`src/rtl/translation_embedding_train_step_macros.svh`:
```
// assertion macros for the training block
`ifndef TRANSLATION_EMBEDDING_TRAIN_STEP_MACROS_SVH
`define TRANSLATION_EMBEDDING_TRAIN_STEP_MACROS_SVH
`ifndef SYNTHESIS
`define TEP_ASSERT_HOLDS(lbl, prop, msg) \
  lbl: assert property (@(posedge clk) disable iff (rst) (prop)) else $error(msg);
`define TEP_ASSERT_NEXT(lbl, cause, effect, msg) \
  lbl: assert property (@(posedge clk) disable iff (rst) (cause) |=> (effect)) \
    else $error(msg);
`else
`define TEP_ASSERT_HOLDS(lbl, prop, msg)
`define TEP_ASSERT_NEXT(lbl, cause, effect, msg)
`endif
`endif

```
`src/rtl/tep_pkg.sv`:
```
`default_nettype none
package tep_pkg;

  localparam logic [1:0] ACT_TRAIN = 2'd0;
  localparam logic [1:0] ACT_WRITE = 2'd1;
  localparam logic [1:0] ACT_READ  = 2'd2;
  localparam logic [1:0] ACT_CLEAR = 2'd3;

  localparam logic [1:0] TBL_ENTITY    = 2'd0;
  localparam logic [1:0] TBL_ATTRIBUTE = 2'd1;
  localparam logic [1:0] TBL_VALUE     = 2'd2;

  localparam logic [1:0] CFG_MARGIN = 2'd0;
  localparam logic [1:0] CFG_STEP   = 2'd1;
  localparam logic [1:0] CFG_DIMS   = 2'd2;

  localparam logic [19:0] MARGIN_RESET = 20'd16384;
  localparam logic [14:0] STEP_RESET   = 15'd16;
  localparam logic [8:0]  DIMS_RESET   = 9'd200;

  localparam logic [26:0] STEP_LOSS_MAX = 27'h7FFFFFF;
  localparam logic [39:0] LOSS_MAX      = 40'hFFFFFFFFFF;

  typedef struct packed {
    logic [1:0]         action;
    logic [11:0]        pos_entity;
    logic [12:0]        pos_value;
    logic [9:0]         pos_attribute;
    logic [11:0]        neg_entity;
    logic [12:0]        neg_value;
    logic [9:0]         neg_attribute;
    logic [1:0]         table_select;
    logic [12:0]        row_index;
    logic [7:0]         element_index;
    logic signed [15:0] element_value;
  } in_t;

  typedef struct packed {
    logic [26:0]        step_loss;
    logic               margin_violated;
    logic signed [15:0] read_value;
    logic [39:0]        loss_total;
  } out_t;

  typedef enum logic [3:0] {
    OP_IDLE, OP_WRAP, OP_SRP, OP_SAP, OP_SAN, OP_DECIDE, OP_URP, OP_UWP,
    OP_URN, OP_UWN, OP_ACCESS, OP_RDCAP, OP_CLEAR, OP_DONE
  } op_t;

  typedef struct packed {
    op_t  op;
    logic load;
  } ctl_t;

  typedef struct packed {
    logic wrapped;
    logic zero_dims;
    logic last_dim;
    logic violated;
  } stat_t;

  function automatic logic signed [15:0] sat16(input logic signed [16:0] x);
    logic signed [15:0] r;
    if (x > 17'sd32767) r = 16'sh7FFF;
    else if (x < -17'sd32768) r = 16'sh8000;
    else r = x[15:0];
    return r;
  endfunction

endpackage
`default_nettype wire

```
`src/rtl/tep_ctrl.sv`:
```
`default_nettype none
module tep_ctrl (
  input  wire logic          clk,
  input  wire logic          rst,
  input  wire logic          start,
  input  wire logic [1:0]    action,
  input  wire tep_pkg::stat_t stat,
  output tep_pkg::ctl_t      ctl,
  output logic               busy
);

  typedef enum logic [3:0] {
    S_IDLE, S_WRAP, S_SRP, S_SAP, S_SAN, S_DECIDE, S_URP, S_UWP,
    S_URN, S_UWN, S_ACCESS, S_RDCAP, S_CLEAR, S_DONE
  } state_t;

  state_t state;

  always_ff @(posedge clk) begin
    if (rst) begin
      state <= S_IDLE;
    end else begin
      case (state)
        S_IDLE: begin
          if (start) begin
            case (action)
              tep_pkg::ACT_TRAIN: state <= S_WRAP;
              tep_pkg::ACT_CLEAR: state <= S_CLEAR;
              default:            state <= S_ACCESS;
            endcase
          end
        end
        S_WRAP:   if (stat.wrapped) state <= stat.zero_dims ? S_DECIDE : S_SRP;
        S_SRP:    state <= S_SAP;
        S_SAP:    state <= S_SAN;
        S_SAN:    state <= stat.last_dim ? S_DECIDE : S_SRP;
        S_DECIDE: state <= S_URP;
        S_URP: begin
          if (!stat.violated || stat.zero_dims) state <= S_DONE;
          else state <= S_UWP;
        end
        S_UWP:    state <= S_URN;
        S_URN:    state <= S_UWN;
        S_UWN:    state <= stat.last_dim ? S_DONE : S_URP;
        S_ACCESS: state <= S_RDCAP;
        S_RDCAP:  state <= S_DONE;
        S_CLEAR:  state <= S_DONE;
        S_DONE:   state <= S_IDLE;
        default:  state <= S_IDLE;
      endcase
    end
  end

  always_comb begin
    busy     = state != S_IDLE;
    ctl.load = (state == S_IDLE) && start;
    case (state)
      S_WRAP:   ctl.op = tep_pkg::OP_WRAP;
      S_SRP:    ctl.op = tep_pkg::OP_SRP;
      S_SAP:    ctl.op = tep_pkg::OP_SAP;
      S_SAN:    ctl.op = tep_pkg::OP_SAN;
      S_DECIDE: ctl.op = tep_pkg::OP_DECIDE;
      S_URP:    ctl.op = (stat.violated && !stat.zero_dims) ? tep_pkg::OP_URP
                                                             : tep_pkg::OP_IDLE;
      S_UWP:    ctl.op = tep_pkg::OP_UWP;
      S_URN:    ctl.op = tep_pkg::OP_URN;
      S_UWN:    ctl.op = tep_pkg::OP_UWN;
      S_ACCESS: ctl.op = tep_pkg::OP_ACCESS;
      S_RDCAP:  ctl.op = tep_pkg::OP_RDCAP;
      S_CLEAR:  ctl.op = tep_pkg::OP_CLEAR;
      S_DONE:   ctl.op = tep_pkg::OP_DONE;
      default:  ctl.op = tep_pkg::OP_IDLE;
    endcase
  end

endmodule
`default_nettype wire

```
`config.mk`:
```
export PLATFORM = sky130hd
export DESIGN_NAME = tep_ctrl
export DESIGN_NICKNAME = d
export VERILOG_FILES = /design/src/rtl/translation_embedding_train_step_macros.svh /design/src/rtl/tep_pkg.sv /design/src/rtl/tep_ctrl.sv
export SDC_FILE = /design/constraint.sdc
export NUM_CORES = 1
export LEC_CHECK = 0
export ABC_CLOCK_PERIOD_IN_PS = 1350
export BUFFER_PORTS_ARGS = -buffer_cell sky130_fd_sc_hd__buf_2
export CAP_MARGIN = 40
export CORE_MARGIN = 3
export CORE_UTILIZATION = 28
export CTS_BUF_LIST = sky130_fd_sc_hd__clkbuf_16
export DETAILED_ROUTE_END_ITERATION = 8
export PLACE_DENSITY = 0.51
export RECOVER_POWER = 50
export SLEW_MARGIN = 20
export SYNTH_ARGS = -nofsm -noshare
export SYNTH_HDL_FRONTEND = slang
export SYNTH_SLANG_ARGS = --single-unit
```
`constraint.sdc`:
```
create_clock -name clk -period 1.35 [get_ports clk]
set_input_delay 0.0675 -clock clk [delete_from_list [all_inputs] [get_ports clk]]
set_output_delay 0.0675 -clock clk [all_outputs]
set_load 0.05 [all_outputs]
```
======== Word-level counts from Yosys, hierarchy flattened ========
Index checks and enable logic that the tools add are counted.
storage, ports and cells
  output and inout port bits .............. 6
  word-level logic and storage cells ...... 37
  register bits ........................... 4
cells by class
  reductions and logical operators ........ 10
  equal/unequal tests ..................... 16
  muxes and demuxes ....................... 10
operators by type and width
  cell                  number
  $pmux W4 S13          1
  $pmux W4 S12          1
  $eq A4 B4 Y1 const B  6
  $eq A4 B3 Y1 const B  4
  $mux W4               4
  $mux W3               3
  $eq A4 B2 Y1 const B  2
  $pmux W4 S2           1
  $eq A4 B1 Y1 const B  1
  $logic_not A4 Y1      1
  $ne A2 B2 Y1 const B  2
  $reduce_bool A4 Y1    1
  $eq A2 B2 Y1 const B  1
  $logic_and A1 B1 Y1   2
  $logic_not A1 Y1      2
  $logic_not A2 Y1      1
  $reduce_and A2 Y1     1
  $reduce_or A2 Y1      1
  $logic_or A1 B1 Y1    1

======== Depth between registers and ports, before layout ========
  depth in word-level cells ............... 4
  gate-level depth with buffers ........... 6
  gate-level depth less buffers ........... 6

======== Least setup slack after synthesis ========
No wires, ideal clock.
  path kind ............................... reg-to-output
  from .................................... register state[0]
  to ...................................... output ctl[2] in the netlist's numbering
  buffers on the path ..................... 1
  required time ........................... 1.283 ns
  setup slack ............................. -0.186 ns
  arrival ................................. 1.469 ns
  cell stages (with the launch flop) ...... 4
  cells stage by stage .................... dfxtp_1 buf_2 o21ai_1 a21boi_1
RTL lines
  element                 RTL line        source
  from (decl)             tep_ctrl.sv:17  state_t state;
  from (signal assigned)  tep_ctrl.sv:33  S_WRAP: if (stat.wrapped) state <= stat.zero_dims ? S_DECIDE : S_SRP;
  from (signal assigned)  tep_ctrl.sv:36  S_SAN: state <= stat.last_dim ? S_DECIDE : S_SRP;
  from (signal assigned)  tep_ctrl.sv:44  S_UWN: state <= stat.last_dim ? S_DONE : S_URP;
  to (decl)               tep_ctrl.sv:8   output tep_pkg::ctl_t ctl,

======== Worst setup path after layout ========
  from .................................... register state[0]
  to ...................................... register state[0]
on the way
  longest elaborated chain between the ends .. 3
  elaborated cells between the ends (all ways) .. 18
  classes of those cells .................. eq/ne (14); mux (1); reduce/logical (3)
ends and longest elaborated chain
  element                                                            RTL line        source
  $eq A4 B4 Y1 (tied with other cells)                               tep_ctrl.sv:23  case (state)
  $reduce_or A2 Y1 (no source line) or $ne A2 B2 Y1 (tied branches)  -
  $pmux W4 S12 or $reduce_and A2 Y1 (tied branches)                  -
Several ways; a longest one is shown, not always the timed one.
A chain may end at the register's enable or synchronous reset.

==> impl_results.md <==
- Post-place setup slack: -0.00106 ns
- Cell variety after synth: 33
- Largest Register: state
- Final Core Density: 46.5%
- Status: finished clean
- # setup viols final: 0
- Synth async-reset ratio: 0%
- Setup TNS: 0 ns
- Post-synthesis sequential area ratio: about 16%
- Reg2reg end: state[0]$_SDFFE_PP0P_
- DRC: 0
- Maximum vdd drop: around 1300 µV
- Clk_skew: a little under 0.004 ns
- Largest net degree at the start of global routing: 10
- # fillers: 168
- Yosys warns: 0
- Dpl hpwl: 996 µm
- GRT Total Usage: roughly 13%
- Die X-Extent: between 40 and 50 µm
- Synth Area in Adders: about 7.6%
- Syn Std Cell Area: about 490 µm²
- Synth Area in Compound Gates: 31.8%
- Initial Util: 31.2%
- Max reg flops: 4
- Top cells by area, synth: dfxtp_1 16%, ha_1 7.6%, nor2_1 6.1%
- Slew margin rel.: 81.2%
- Post-synth EDFFs: 0
- Clock buffer count from CTS: 3
- Setup crit end kind: register
- Synthesized flop and latch total: 4
- Htree depth: 1
- Initial antenna violation count: 0
- Final Cycle Share: 96.3%
- Die Span Y: 47.9 µm
- Worst hold start: rst
- Routed WL per cell: 12.3 µm
- WS Path Type: register to register
- Area share of the largest cell type after synthesis: 16.3%
- Largest registers: state (4)
- Final wirelength: 1.30 mm
- Max-cap viol count: 0
- Final worst setup slack: around 0.049 ns
- Lkg Pwr: 0.000337 µW
- Hold_buf cts: 0
- WHS Path Cells: 2
- RSZ-0062 raised after global routing: yes
- Minimum clock period: 1.30 ns
- CP required: around 1.5 ns
- Worst R2R Start: state[0]$_SDFFE_PP0P_
- Worst Path Max Fanout: 5
- Sink Count: 4
- Worst hold path endpoint: state[0]$_SDFFE_PP0P_
- Initial DRC Count: 7
- Fin. Hold Viols: 0
- Antenna Nets Post-Route: 0
- First-pass GRT wire length: 2.04 mm
- Ant diodes: 0
- Main synth FF type: dfxtp_1
- Routability cong.: 0.749
- Max clock buf depth: 2
- Area leader, netlist: dfxtp_1
- Router iterations before antenna repair: 3
- R2R depth: 5
- Via Count: 539
- Port buffer count: 14
- R2r setup slk: 0.05 ns
- Crit start category: register
- Critical Path AT: 1.45 ns
- CTS Root Cell: clkbuf_16
- IO Pins: 15
- Layout cells sized above 1: 47.8%
- Pwr dens: 2920 nW/µm²
- F_max: 769 MHz
- Row count: 14
- Clock-pin slew of the registers on the worst-case setup and hold paths: 0.03 ns
- Multiplexer share of the synthesized area: 0%
- Synthesized instance count: 68
- CTS tree: yes
- Path type of the worst min-delay path: input port to register
- Post-Synth XOR/XNOR Area: 0%
- Worst slew pin tran: about 0.28 ns
- Avg Cell Area, Syn: 7.23 µm²
- Vias in the first global route: 485
- GRT Residual Overflow: 0
- Die area: 2290 µm²
- Post-synthesis simple-gate area fraction: 33.6%
- Pins Over Slew Limit: 0
- Nets: 104
- Via density per instance: ~5.1
- Largest family of logic cells by synthesized area: simple AND/OR/NAND/NOR gates
- Mapped Nets: 80
- Worst skew pair latency: 0.22 ns
- Core area: 1580 µm²
- Area Overhead vs Synth: 49.1%
==> kinds of logic after synthesis <==
kind of cell             count (synthesis)
AND/OR/NAND/NOR                         31
flip-flops                               4
AO/OA/AOI/OAI                           21
buffers and inverters                    9
adder cells (fa/ha/maj)                  3
==> worst max-delay path, stage by stage, from the launching register on <==
cell	delay [ns]
dfxtp_2	0.33
buf_4	0.15
or3b_1	0.37
a21oi_1	0.13
o21bai_1	0.10
a21oi_2	0.14
==> placed cells by master, fill, tap and decap left out, types with 2 or more instances in the layout <==
master / count
a21boi_1: 2
a21oi_1: 4
a21oi_2: 2
buf_2: 12
buf_4: 11
clkbuf_16: 3
dfxtp_2: 2
dfxtp_4: 2
ha_1: 3
inv_1: 3
nand2_1: 5
nand2b_1: 2
nor2_1: 6
nor2_2: 3
nor2b_1: 2
nor3_1: 5
o21ai_1: 2
==> layout make-up <==
cell class	count	area, µm²	area share, %
sequential	4	90.1	12.3
clock buffer	3	75.1	10.2
tap	16	20.0	2.73
inverter	4	15.0	2.05
multi-input combinational	55	379	51.7
timing repair buffer	24	154	21.0
==> where the power goes <==
group          leakage, µW  switching [µW]  internal, µW
Combinational     0.000265             830           541
Sequential       0.0000350             118           194
Clock            0.0000370            77.9           378
Total             0.000337            1030          1110
==> layer usage <==
| metal | vias up | share of wire, % | GRT usage, % |
|---|---|---|---|
| li1 | 288 | - | - |
| met1 | 233 | 47 | 16.3 |
| met2 | 16 | 46 | 21.1 |
| met3 | 2 | 5.9 | 3.38 |
| met4 | 0 | 0.69 | 1.61 |
| met5 | - | 0 | 0 |
==> synthesized netlist by cell type, types with 2 or more instances <==
master	n
nand2_1	6
dfxtp_1	4
buf_6	2
inv_1	3
nor2b_1	2
nor2_1	8
a21boi_1	2
o21ai_1	3
ha_1	3
nor3_1	5
a21oi_1	5
nand2b_1	2
buf_2	3
==> worst max path at each step <==
stage | cells after the start | from | to
2_1_floorplan | 3 | state[0]$_SDFFE_PP0P_ | ctl[2]
3_3_place_gp | 5 | state[2]$_SDFFE_PP0P_ | state[1]$_SDFFE_PP0P_
3_5_place_dp | 5 | state[3]$_SDFFE_PP0P_ | state[1]$_SDFFE_PP0P_
4_1_cts | 3 | state[3]$_SDFFE_PP0P_ | ctl[0]
5_1_grt | 4 | state[1]$_SDFFE_PP0P_ | ctl[2]
6_report | 5 | state[0]$_SDFFE_PP0P_ | state[0]$_SDFFE_PP0P_
==> metrics by stage <==
| step | total power [µW] | cell area (µm²) | instances | hold WS (ns) |
|---|---|---|---|---|
| final | 2140 | 733 | 106 | 0.0476 |
| after global routing | 2290 | 733 | 106 | 0.0450 |
| after CTS | 2110 | 719 | 106 | 0.0274 |
| after detailed placement | 1600 | 631 | 103 | 0.261 |
| after global placement | 1600 | 631 | 103 | 0.259 |
| after floorplan | 1270 | 503 | 68 | 0.130 |
==> repair_timing <==
item / in CTS / in global routing
endpoints found under the setup margin: 6 / 7
pin swaps: 0 / 3
cloned: 0 / 0
buffers inserted: 0 / 0
resized for setup: 7 / 5
No activity file was read; power rests on OpenSTA's default activity.
